--- src/pcpq_pkg.sv ---
// Shared types for the polyline closest point query unit.
package pcpq_pkg;

   // Datapath step selected by the controller.
   typedef enum logic [4:0] {
      DP_IDLE,
      DP_CHECK,
      DP_RD_A,
      DP_RD_B,
      DP_DIFF,
      DP_M_LX,
      DP_M_LZ,
      DP_M_DX,
      DP_M_DZ,
      DP_DOT,
      DP_CLASS,
      DP_DIV,
      DP_I_X,
      DP_I_Y,
      DP_I_Z,
      DP_I_END,
      DP_D_Z,
      DP_D_SUM,
      DP_CMP,
      DP_EMIT
   } dp_op_type;

   typedef struct packed {
      dp_op_type op;
      logic      load;     // write the vertex on the request word
      logic      capture;  // latch a query request word
   } ctrl_cmd_type;

   typedef struct packed {
      logic empty;     // no segment to examine
      logic need_div;  // projection factor strictly inside 0..1
      logic div_last;  // last quotient bit this cycle
      logic seg_last;  // current segment is the window end
      logic out_free;  // result register can take a word
   } dp_status_type;

   localparam int DIV_STEPS = 32;
   localparam int DIV_CNT_W = $clog2(DIV_STEPS);

endpackage

--- src/pcpq_ctrl.sv ---
// Controller state machine sequencing the query datapath.
module pcpq_ctrl import pcpq_pkg::*; (
   input  logic          clock,
   input  logic          reset,
   input  logic          req_tvalid,
   input  logic          req_kind,
   output logic          req_tready,
   input  dp_status_type status,
   output ctrl_cmd_type  cmd
);

   typedef enum logic [4:0] {
      ST_IDLE, ST_CHECK, ST_RD_A, ST_RD_B, ST_DIFF, ST_M_LX, ST_M_LZ, ST_M_DX,
      ST_M_DZ, ST_DOT, ST_CLASS, ST_DIV, ST_I_X, ST_I_Y, ST_I_Z, ST_I_END,
      ST_D_Z, ST_D_SUM, ST_CMP, ST_EMIT
   } state_type;

   state_type state_ff, state_in;

   // Next state
   always_comb begin
      state_in = state_ff;
      case (state_ff)
         ST_IDLE:  if (req_tvalid && req_kind) state_in = ST_CHECK;
         ST_CHECK: state_in = status.empty ? ST_EMIT : ST_RD_A;
         ST_RD_A:  state_in = ST_RD_B;
         ST_RD_B:  state_in = ST_DIFF;
         ST_DIFF:  state_in = ST_M_LX;
         ST_M_LX:  state_in = ST_M_LZ;
         ST_M_LZ:  state_in = ST_M_DX;
         ST_M_DX:  state_in = ST_M_DZ;
         ST_M_DZ:  state_in = ST_DOT;
         ST_DOT:   state_in = ST_CLASS;
         ST_CLASS: state_in = status.need_div ? ST_DIV : ST_I_X;
         ST_DIV:   if (status.div_last) state_in = ST_I_X;
         ST_I_X:   state_in = ST_I_Y;
         ST_I_Y:   state_in = ST_I_Z;
         ST_I_Z:   state_in = ST_I_END;
         ST_I_END: state_in = ST_D_Z;
         ST_D_Z:   state_in = ST_D_SUM;
         ST_D_SUM: state_in = ST_CMP;
         ST_CMP:   state_in = status.seg_last ? ST_EMIT : ST_RD_A;
         ST_EMIT:  if (status.out_free) state_in = ST_IDLE;
         default:  state_in = ST_IDLE;
      endcase
   end

   // Hold state
   always_ff @(posedge clock) begin
      if (reset) begin
         state_ff <= ST_IDLE;
      end else begin
         state_ff <= state_in;
      end
   end

   // Decode step command
   always_comb begin
      cmd.load    = (state_ff == ST_IDLE) && req_tvalid && !req_kind;
      cmd.capture = (state_ff == ST_IDLE) && req_tvalid && req_kind;
      case (state_ff)
         ST_IDLE:  cmd.op = DP_IDLE;
         ST_CHECK: cmd.op = DP_CHECK;
         ST_RD_A:  cmd.op = DP_RD_A;
         ST_RD_B:  cmd.op = DP_RD_B;
         ST_DIFF:  cmd.op = DP_DIFF;
         ST_M_LX:  cmd.op = DP_M_LX;
         ST_M_LZ:  cmd.op = DP_M_LZ;
         ST_M_DX:  cmd.op = DP_M_DX;
         ST_M_DZ:  cmd.op = DP_M_DZ;
         ST_DOT:   cmd.op = DP_DOT;
         ST_CLASS: cmd.op = DP_CLASS;
         ST_DIV:   cmd.op = DP_DIV;
         ST_I_X:   cmd.op = DP_I_X;
         ST_I_Y:   cmd.op = DP_I_Y;
         ST_I_Z:   cmd.op = DP_I_Z;
         ST_I_END: cmd.op = DP_I_END;
         ST_D_Z:   cmd.op = DP_D_Z;
         ST_D_SUM: cmd.op = DP_D_SUM;
         ST_CMP:   cmd.op = DP_CMP;
         ST_EMIT:  cmd.op = DP_EMIT;
         default:  cmd.op = DP_IDLE;
      endcase
   end

   assign req_tready = (state_ff == ST_IDLE);

endmodule

--- config.mk ---
export PLATFORM = sky130hd
export DESIGN_NAME = pcpq_ctrl
export DESIGN_NICKNAME = d
export VERILOG_FILES = /design/src/pcpq_pkg.sv /design/src/pcpq_ctrl.sv
export SDC_FILE = /design/constraint.sdc
export NUM_CORES = 1
export LEC_CHECK = 0
export ABC_AREA = 1
export BUFFER_PORTS_ARGS = -buffer_cell sky130_fd_sc_hd__buf_4
export CAP_MARGIN = 10
export CORE_AREA = 10 10 47 49
export DETAILED_ROUTE_END_ITERATION = 10
export DIE_AREA = 0 0 57 59
export PLACE_DENSITY = 0.7
export REMOVE_ABC_BUFFERS = 1
export SKIP_LAST_GASP = 1
export SYNTH_ARGS = -nofsm -noshare
export SYNTH_HDL_FRONTEND = slang
export SYNTH_SLANG_ARGS = --single-unit
--- constraint.sdc ---
create_clock -name clock -period 1.49 [get_ports clock]
set_clock_uncertainty 0.15 [all_clocks]
set_input_delay 0 -clock clock [delete_from_list [all_inputs] [get_ports clock]]
set_output_delay 0 -clock clock [all_outputs]
set_load 0.005 [all_outputs]
==> flow_summary.yaml, run 1 <==
global_route:
  grt_busiest_layer: "met2"
  use_met2: 0.1488
  grt_overflow: 0
  grt_antenna_before_repair: 0
  grt_pass1_wl_mm: 2.428
  track_usage: 0.08705
  grt_pass1_vias: 623
  grt_max_degree: 10
  grtUsageMet3: 0.03648
  use_met1: 0.09080
clocking:
  clk_path_buf_depth: 2
  cts-root-buf: "clkbuf_4"
  htree_levels: 1
  cts.sinks: 10
  insertion_delay_ns: 0.27
  path_clk_slew_ns: 0.07
  numCtsBuffers: 3
  cts_setup_buffers: 0
  tritoncts: "done"
power_and_ir_drop:
  p_int_uw: 771.3
  irDropWorstVdd_v: 0.0008491
  pwr-share-clk: 0.188
  power.leakage_uw: 0.0004175
  p_comb_frac: 0.492
  switching_share: 0.4183
  finalPower_uw: 1326
  power.switching_uw: 554.6
  power_density_nw_per_um2: 1687
  seq_power_share: 0.321
worst_setup_path:
  worst_path_largest_cell_delay_ns: 0.37
  path_class: "reg2out"
  start_kind: "flip-flop"
  cp.arrival_ns: 1.27
  crit_fanout: 8
  crit_required_ns: 1.34
  crit_path_cell_trace: "nor2_2 -> nand3_1 -> inv_1 -> nand2_1 -> nor2_1 -> buf_4"
  crit_slowest_cell: "dfxtp_2"
  worst_setup_path_end_kind: "output port"
routing:
  vias: 619
  wl_per_cell_um: 12.10
  ant_nets: 0
  drt-total-wl_mm: 1.524
  avgViaCountPerCell: 4.913
  dr.first_iter.drc_count: 9
  drc: 0
  dr.pass1.iters: 4
sta:
  slew-limit-headroom: 0.8799
  fin_tns_setup_ns: 0
  finalHoldViolCount: 0
  final_max_slew_viol_count: 0
  max_freq_ghz: 0.7022
  fin_crit_sh: 0.9557
  worst_pin_slew_ns: 0.1802
  layout_setup_ws_ns: 0.06598
  report.final.setup_viol: 0
  grt_setup_unrepaired: "false"
  min_period_ns: 1.424
die:
  fp.dieArea_um2: 3363
  row_count: 14
  initial_core_util: 0.4188
  core_area_um2: 1401
  die_y_um: 59
  io-pin-count: 17
  die_w_um: 57
yosys:
  synth-seq-area-share: 0.3412
  synthCells: 89
  yosys.area.top_type: "dfxtp_1"
  avgSynthCellArea_um2: 6.593
  syn_area_um2: 586.8
  synth_top_area_frac: 0.3412
  synth_cell_types: 20
  ys_ff_latch: 10
  yosys_warnings: 0
  synth_area_leaders: "dfxtp_1 34%, nor2_1 10%, inv_1 7.7%"
placement:
  place.gp.congestion: 0.9434
  numPortBuffers: 16
  post-dp-hpwl_mm: 1.180
  place_ws_ns: 0.02797
layout:
  diodes: 0
  area_growth_pct: 33.90
  drive_above_1_share: 0.3818
  nets: 120
run_status:
  status: "finished, final reports clean"
worst_hold_path:
  min_path_type: "in2reg"
flow_run:
  drv_cap: 0
[layout by cell type, fill, tap and decap left out, drive strengths merged]
cell,count
a31oi,1
clkinv,2
clkbuf,4
inv,13
a21oi,4
nand4,4
dfxtp,10
o22ai,1
dlygate4sd3,2
a22o,1
nand2,17
o21ai,3
nand3,7
buf,17
nor2,23
o21bai,1
[kinds of logic (layout without fill, tap and decap cells)]
logic type / after synthesis / count (layout) / synth area share
DFF: 10 / 10 / 0.3411
buffers and inverters: 17 / 38 / 0.1322
and+or+nand+nor: 51 / 51 / 0.4179
AOI/OAI and AO/OA: 11 / 11 / 0.1088
[area by class of cell]
class	instances	area, um^2
Tap cell	16	20.02
Inverter	15	62.56
Timing Repair Buffer	19	147.6
Multi-Input combinational cell	62	314.1
Fill cell	141	615.6
Sequential cell	10	205.2
Clock buffer	4	36.28
[Yosys cell counts, drive strengths merged]
| cell | count |
|---|---|
| dfxtp | 10 |
| a22o | 1 |
| buf | 2 |
| o22ai | 1 |
| o21ai | 3 |
| clkinv | 2 |
| o21bai | 1 |
| nand2 | 17 |
| nand3 | 7 |
| a21oi | 4 |
| nand4 | 4 |
| inv | 13 |
| a31oi | 1 |
| nor2 | 23 |
[routing by layer]
| metal | vias up | part of all wire |
|---|---|---|
| met5 | - | 0 |
| met4 | 0 | 0.019 |
| met3 | 6 | 0.061 |
| met2 | 17 | 0.51 |
| met1 | 273 | 0.41 |
| li1 | 323 | - |
[worst max-delay path: cells and delay by family (launching register included)]
kind	cells	cell delay, ns
flops	1	0.37
simple gates	4	0.41
buf+inv	2	0.21
[flip-flops by register name, indices dropped and copies added, names as in the netlist]
signal,flops
cmd,5
state_ff,5
[power groups by stage]
stage | combinational (uW) | clock, uW | sequential [uW]
global route | 738 | 260 | 430
floorplan | 415 | 0 | 403
global placement | 632 | 0 | 412
detailed placement | 636 | 0 | 414
CTS | 646 | 250 | 410
finish | 652 | 249 | 425
[what timing repair did]
item	4_1_cts	5_1_grt
setup endpoints to repair	1	7
pin swaps	0	0
hold endpoints to repair	10	0
hold buffers	2	0
resized for setup	1	5
gates cloned	0	0
[path summary, 6_finish.rpt]
check                    from           to  slack [ns]  cells after the start
hold / removal       req_kind  state_ff[0]        0.04                      7
hold reg to reg   state_ff[0]       cmd[6]        0.56                      4
setup / recovery  state_ff[3]       cmd[1]        0.07                      6
setup reg to reg  state_ff[4]  state_ff[4]        0.12                      6
[per-stage QoR]
stage	instance area (um^2)	util	hold slack [ns]	std cells
floorplan	571.8	-	-0.1189	87
global placement	719.4	0.5134	0.07962	120
detailed placement	719.4	0.5134	0.08449	120
CTS	777.0	0.5545	0.03708	126
global route	785.8	0.5607	0.08112	126
finish	785.8	0.5607	0.03855	126
(Power assumes the default switching activity.)
==> inputs of run 2 (changes only) <==
CORE_AREA = default   (was 10 10 47 49)
CORE_MARGIN = 3   (was default)
CORE_UTILIZATION = 43   (was default)
DIE_AREA = default   (was 0 0 57 59)
PLACE_DENSITY = 0.71   (was 0.7)
clock period = 1.3 ns   (was 1.49 ns; I/O delays follow)
==> flow_summary.yaml, run 2 (synthesized netlist as in run 1, its figures left out) <==
routing:
  dr.pass1.iters: 4
  vias: 705
  wl_per_cell_um: 12.45
  avgViaCountPerCell: 5.072
  ant_nets: 0
  met2RoutedLength_um: 834
  wl_met1_um: 738
  drt-total-wl_mm: 1.730
  route.met3.wl_um: 126
  top_layer_used: "met4"
  dr.first_iter.drc_count: 10
  drc: 0
clocking:
  tritoncts: "done"
  htree_levels: 1
  numCtsBuffers: 3
  cts.sinks: 10
  insertion_delay_ns: 0.28
  clk_path_buf_depth: 2
  path_clk_slew_ns: 0.07
  cts-root-buf: "clkbuf_4"
layout:
  final_cell_mix: "27 x buf_4, 10 x nor2_1, 9 x nor2_4"
  area_growth_pct: 75.05
  fill_cells: 63
  fin_area_um2: 1027
  diodes: 0
  final_common_cell: "buf_4"
  nets: 135
  drive_above_1_share: 0.6000
  final_util: 0.8660
die:
  fp.dieArea_um2: 1844
  initial_core_util: 0.4947
  die_y_um: 42.94
  row_count: 12
  core_area_um2: 1186
  die_w_um: 42.94
  io-pin-count: 17
power_and_ir_drop:
  finalPower_uw: 2115
  irDropWorstVdd_v: 0.001545
  pwr-share-clk: 0.138
  power.leakage_uw: 0.0005260
  p_comb_frac: 0.624
  power.switching_uw: 873.5
  power_density_nw_per_um2: 2059
  switching_share: 0.4130
  seq_power_share: 0.238
  p_int_uw: 1241
placement:
  numPortBuffers: 16
  post-dp-hpwl_mm: 1.106
  place_area_um2: 784.5
  place_ws_ns: -0.1202
  place.gp.congestion: 0.8761
global_route:
  grt_pass1_wl_mm: 2.511
  grt_pass1_vias: 588
  grt_overflow: 0
  grt_max_degree: 10
  grt_antenna_before_repair: 0
  track_usage: 0.1869
worst_setup_path:
  start_kind: "flip-flop"
  worst_setup_path_end_kind: "output port"
  path_class: "reg2out"
  crit_fanout: 5
  cp.arrival_ns: 1.29
  crit_required_ns: 1.15
sta:
  report.final.setup_viol: 8
  layout_setup_ws_ns: -0.1379
  max_freq_ghz: 0.6955
  finalHoldViolCount: 0
  min_period_ns: 1.438
  timing.hold.ws_ns: 0.05967
  fin_crit_sh: 1.106
  worst_pin_slew_ns: 0.1702
  grt_setup_unrepaired: "true"
  slew-limit-headroom: 0.8854
  final_max_slew_viol_count: 0
run_status:
  violations: "setup timing"
  status: "complete, but fails checks"
worst_hold_path:
  min_path_type: "in2reg"
flow_run:
  drv_cap: 0
-- run 2: cell types whose count changed in the layout (fill, tap and decap cells not counted), sizes merged --
| cell | previous run | this run |
|---|---|---|
| dlygate4sd3 | 2 | 3 |
| buf | 17 | 31 |
-- run 2: layer usage --
layer  global-route usage  vias to the layer above
met5                    0                        -
met4              0.08434                        0
met3              0.07627                        5
met2               0.2964                       25
met1               0.2179                      316
li1                     -                      359
-- run 2: worst paths after layout --
path                             startpoint           to  slack [ns]  depth (start not counted)
worst max-delay path            state_ff[2]       cmd[1]       -0.14                          7
worst min register to register  state_ff[3]  state_ff[3]        0.55                          3
worst max register to register  state_ff[0]       cmd[2]       -0.12                          9
worst min-delay path               req_kind  state_ff[0]        0.06                          7
-- run 2: power groups by stage --
stage	registers (uW)	logic [uW]	clock network [uW]
4_1_cts	462	1040	300
3_5_place_dp	460	856	0
2_1_floorplan	462	476	0
3_3_place_gp	463	852	0
6_report	504	1320	291
5_1_grt	510	1420	308
-- run 2: what timing repair did --
action / in CTS / in global routing
hold endpoints to repair: 10 / 0
resized for setup: 12 / 34
setup buffers: 4 / 2
endpoints found under the setup margin: 13 / 13
pin swaps: 4 / 14
hold buffers: 3 / 0
-- run 2: critical path: stages, from the launching register on --
cell and delay [ns]:
dfxtp_4 0.38, nor2_4 0.13, nand3_2 0.10, buf_6 0.12
inv_2 0.04, nand2_1 0.04, nor2_1 0.08, buf_4 0.11
-- run 2: metrics by stage --
| stage | setup TNS, ns | cells |
|---|---|---|
| floorplan | -0.1418 | 87 |
| global placement | -0.3033 | 127 |
| detailed placement | -0.5813 | 127 |
| CTS | -0.6078 | 137 |
| global route | -1.561 | 139 |
| finish | -0.6981 | 139 |
-- run 2: final cells by class --
cell class | count | area, um^2 | area share
clock buffers | 4 | 36.28 | 0.03532
inverters | 15 | 68.82 | 0.06699
multi-input cells | 62 | 412.9 | 0.4019
flip-flops and latches | 10 | 214.0 | 0.2083
well taps | 14 | 17.52 | 0.01705
repair buffers | 34 | 277.8 | 0.2704
==> inputs of run 3 (changes only) <==
CELL_PAD_IN_SITES_DETAIL_PLACEMENT = 1   (was default)
CELL_PAD_IN_SITES_GLOBAL_PLACEMENT = 1   (was default)
CORE_ASPECT_RATIO = 0.75   (was default)
CORE_MARGIN = 5   (was 3)
CORE_UTILIZATION = 30   (was 43)
PLACE_DENSITY = default   (was 0.71)
PLACE_DENSITY_LB_ADDON = 0.1   (was default)
==> flow_summary.yaml, run 3 (synthesized netlist as in run 1, its figures left out) <==
global_route:
  grt_max_degree: 10
  grt_overflow: 0
  track_usage: 0.1289
  grt_pass1_vias: 697
  grt_pass1_wl_mm: 2.960
  grt_antenna_before_repair: 0
placement:
  place_ws_ns: -0.1656
  place.gp.congestion: 0.7683
  post-dp-hpwl_mm: 1.400
  numPortBuffers: 16
layout:
  area_growth_pct: 69.72
  diodes: 0
  drive_above_1_share: 0.5197
  final_common_cell: "buf_4"
  nets: 137
  final_cell_mix: "30 x buf_4, 12 x nor2_1, 12 x nand2_1"
  final_util: 0.5566
sta:
  finalHoldViolCount: 0
  fin_crit_sh: 1.100
  report.final.setup_viol: 11
  final_max_slew_viol_count: 0
  max_freq_ghz: 0.6993
  worst_pin_slew_ns: 0.1822
  fin_tns_setup_ns: -0.8215
  layout_setup_ws_ns: -0.1299
  grt_setup_unrepaired: "true"
  min_period_ns: 1.430
  slew-limit-headroom: 0.8783
worst_setup_path:
  reg2reg_depth: 9
  reg2reg_from: "state_ff[0]"
  cp_num_buf_inv: 3
  worst_path_largest_cell_delay_ns: 0.37
  crit_path_cell_trace: "nor2_4 -> nand3_2 -> buf_6 -> buf_4 -> nor2_4 -> buf_4"
  path_class: "reg2out"
  worst_setup_path_end_kind: "output port"
  crit_slowest_cell: "dfxtp_2"
  crit_required_ns: 1.15
  crit_fanout: 5
  cp.arrival_ns: 1.28
  start_kind: "flip-flop"
  reg2reg_slack_ns: -0.11
  rr_endpoint: "cmd[2]"
  cp_top_family: "flip-flops"
clocking:
  clk_path_buf_depth: 2
  numCtsBuffers: 3
  cts-root-buf: "clkbuf_4"
  path_clk_slew_ns: 0.06
  insertion_delay_ns: 0.26
  tritoncts: "done"
  htree_levels: 1
  cts.sinks: 10
worst_hold_path:
  hold_path.startpoint: "status[3]"
  min_path_cells: 6
  min_path_type: "in2reg"
  whs_endpoint: "state_ff[2]"
flow_run:
  drv_cap: 0
die:
  fp.dieArea_um2: 2950
  row_count: 13
  die_y_um: 48.30
  core_area_um2: 1789
  io-pin-count: 17
  initial_core_util: 0.3280
  die_w_um: 61.07
routing:
  drc: 0
  drt-total-wl_mm: 1.806
  vias: 695
  avgViaCountPerCell: 4.664
  wl_per_cell_um: 12.12
  dr.pass1.iters: 3
  dr.first_iter.drc_count: 21
  ant_nets: 0
power_and_ir_drop:
  power.switching_uw: 824.7
  pwr-share-clk: 0.128
  power.leakage_uw: 0.0005273
  p_comb_frac: 0.643
  p_int_uw: 1296
  irDropWorstVdd_v: 0.001264
  power_density_nw_per_um2: 2129
  seq_power_share: 0.229
  switching_share: 0.3889
run_status:
  status: "complete, but fails checks"
  violations: "setup timing"
-- run 3: cell count changes in the layout (fill, tap and decap cells not counted), sizes merged --
cell | previous run | this run
dlygate4sd3 | 3 | 2
buf | 31 | 34
-- run 3: timing repair --
item,CTS,global route
hold endpoints to repair,10,0
gates resized for setup,21,7
hold buffers,2,0
pin swaps,6,2
endpoints found under the setup margin,13,13
setup buffers,5,3
-- run 3: metal layers --
metal	track usage	share of wire	vias up
met5	0	0	-
met4	0.02166	0	0
met3	0.03968	0.051	0
met2	0.2060	0.49	16
met1	0.1698	0.46	317
li1	-	-	362
-- run 3: cell type report --
cell class,instances,area (um^2)
clock buffers,4,36.28
fillers,235,793.3
inverters,15,68.82
well taps,22,27.53
multi-input cells,62,359.1
repair buffers,36,290.3
flip-flops and latches,10,214.0
-- run 3: how the worst max path moves through the flow --
stage                     start  endpoint  slack (ns)  cells past startpoint
floorplan           state_ff[3]    cmd[2]       -0.07                      9
global placement    state_ff[3]    cmd[2]       -0.10                      9
detailed placement  state_ff[3]    cmd[2]       -0.17                      9
CTS                 state_ff[0]    cmd[1]       -0.14                      8
global route        state_ff[0]    cmd[1]       -0.23                      8
finish              state_ff[2]    cmd[0]       -0.13                      6
-- run 3: power groups by stage --
stage                     logic, uW  clock network, uW  registers, uW
after floorplan                 476                  0            462
after global placement          894                  0            466
after detailed placement        913                  0            465
after CTS                      1190                282            481
after global routing           1500                306            503
final                          1360                271            487
-- run 3: worst register-to-register path, cell delays in order (launching register included) --
cell,delay (ns)
dfxtp_2,0.33
buf_4,0.14
nand2_4,0.08
clkinv_4,0.07
nand4_1,0.10
nand2_2,0.10
nor2_4,0.13
nand3_2,0.09
nand2_2,0.08
nor2_1,0.04
-- run 3: stage by stage --
step           hold WS, ns  instance area [um^2]  total power, uW  std cells
2_1_floorplan      -0.1189                 571.8            938.3         87
3_3_place_gp       0.08390                 794.5             1359        135
3_5_place_dp       0.09004                 794.5             1378        135
4_1_cts            0.03178                 947.2             1957        146
5_1_grt            0.06404                 996.0             2305        149
6_report           0.04603                 996.0             2121        149
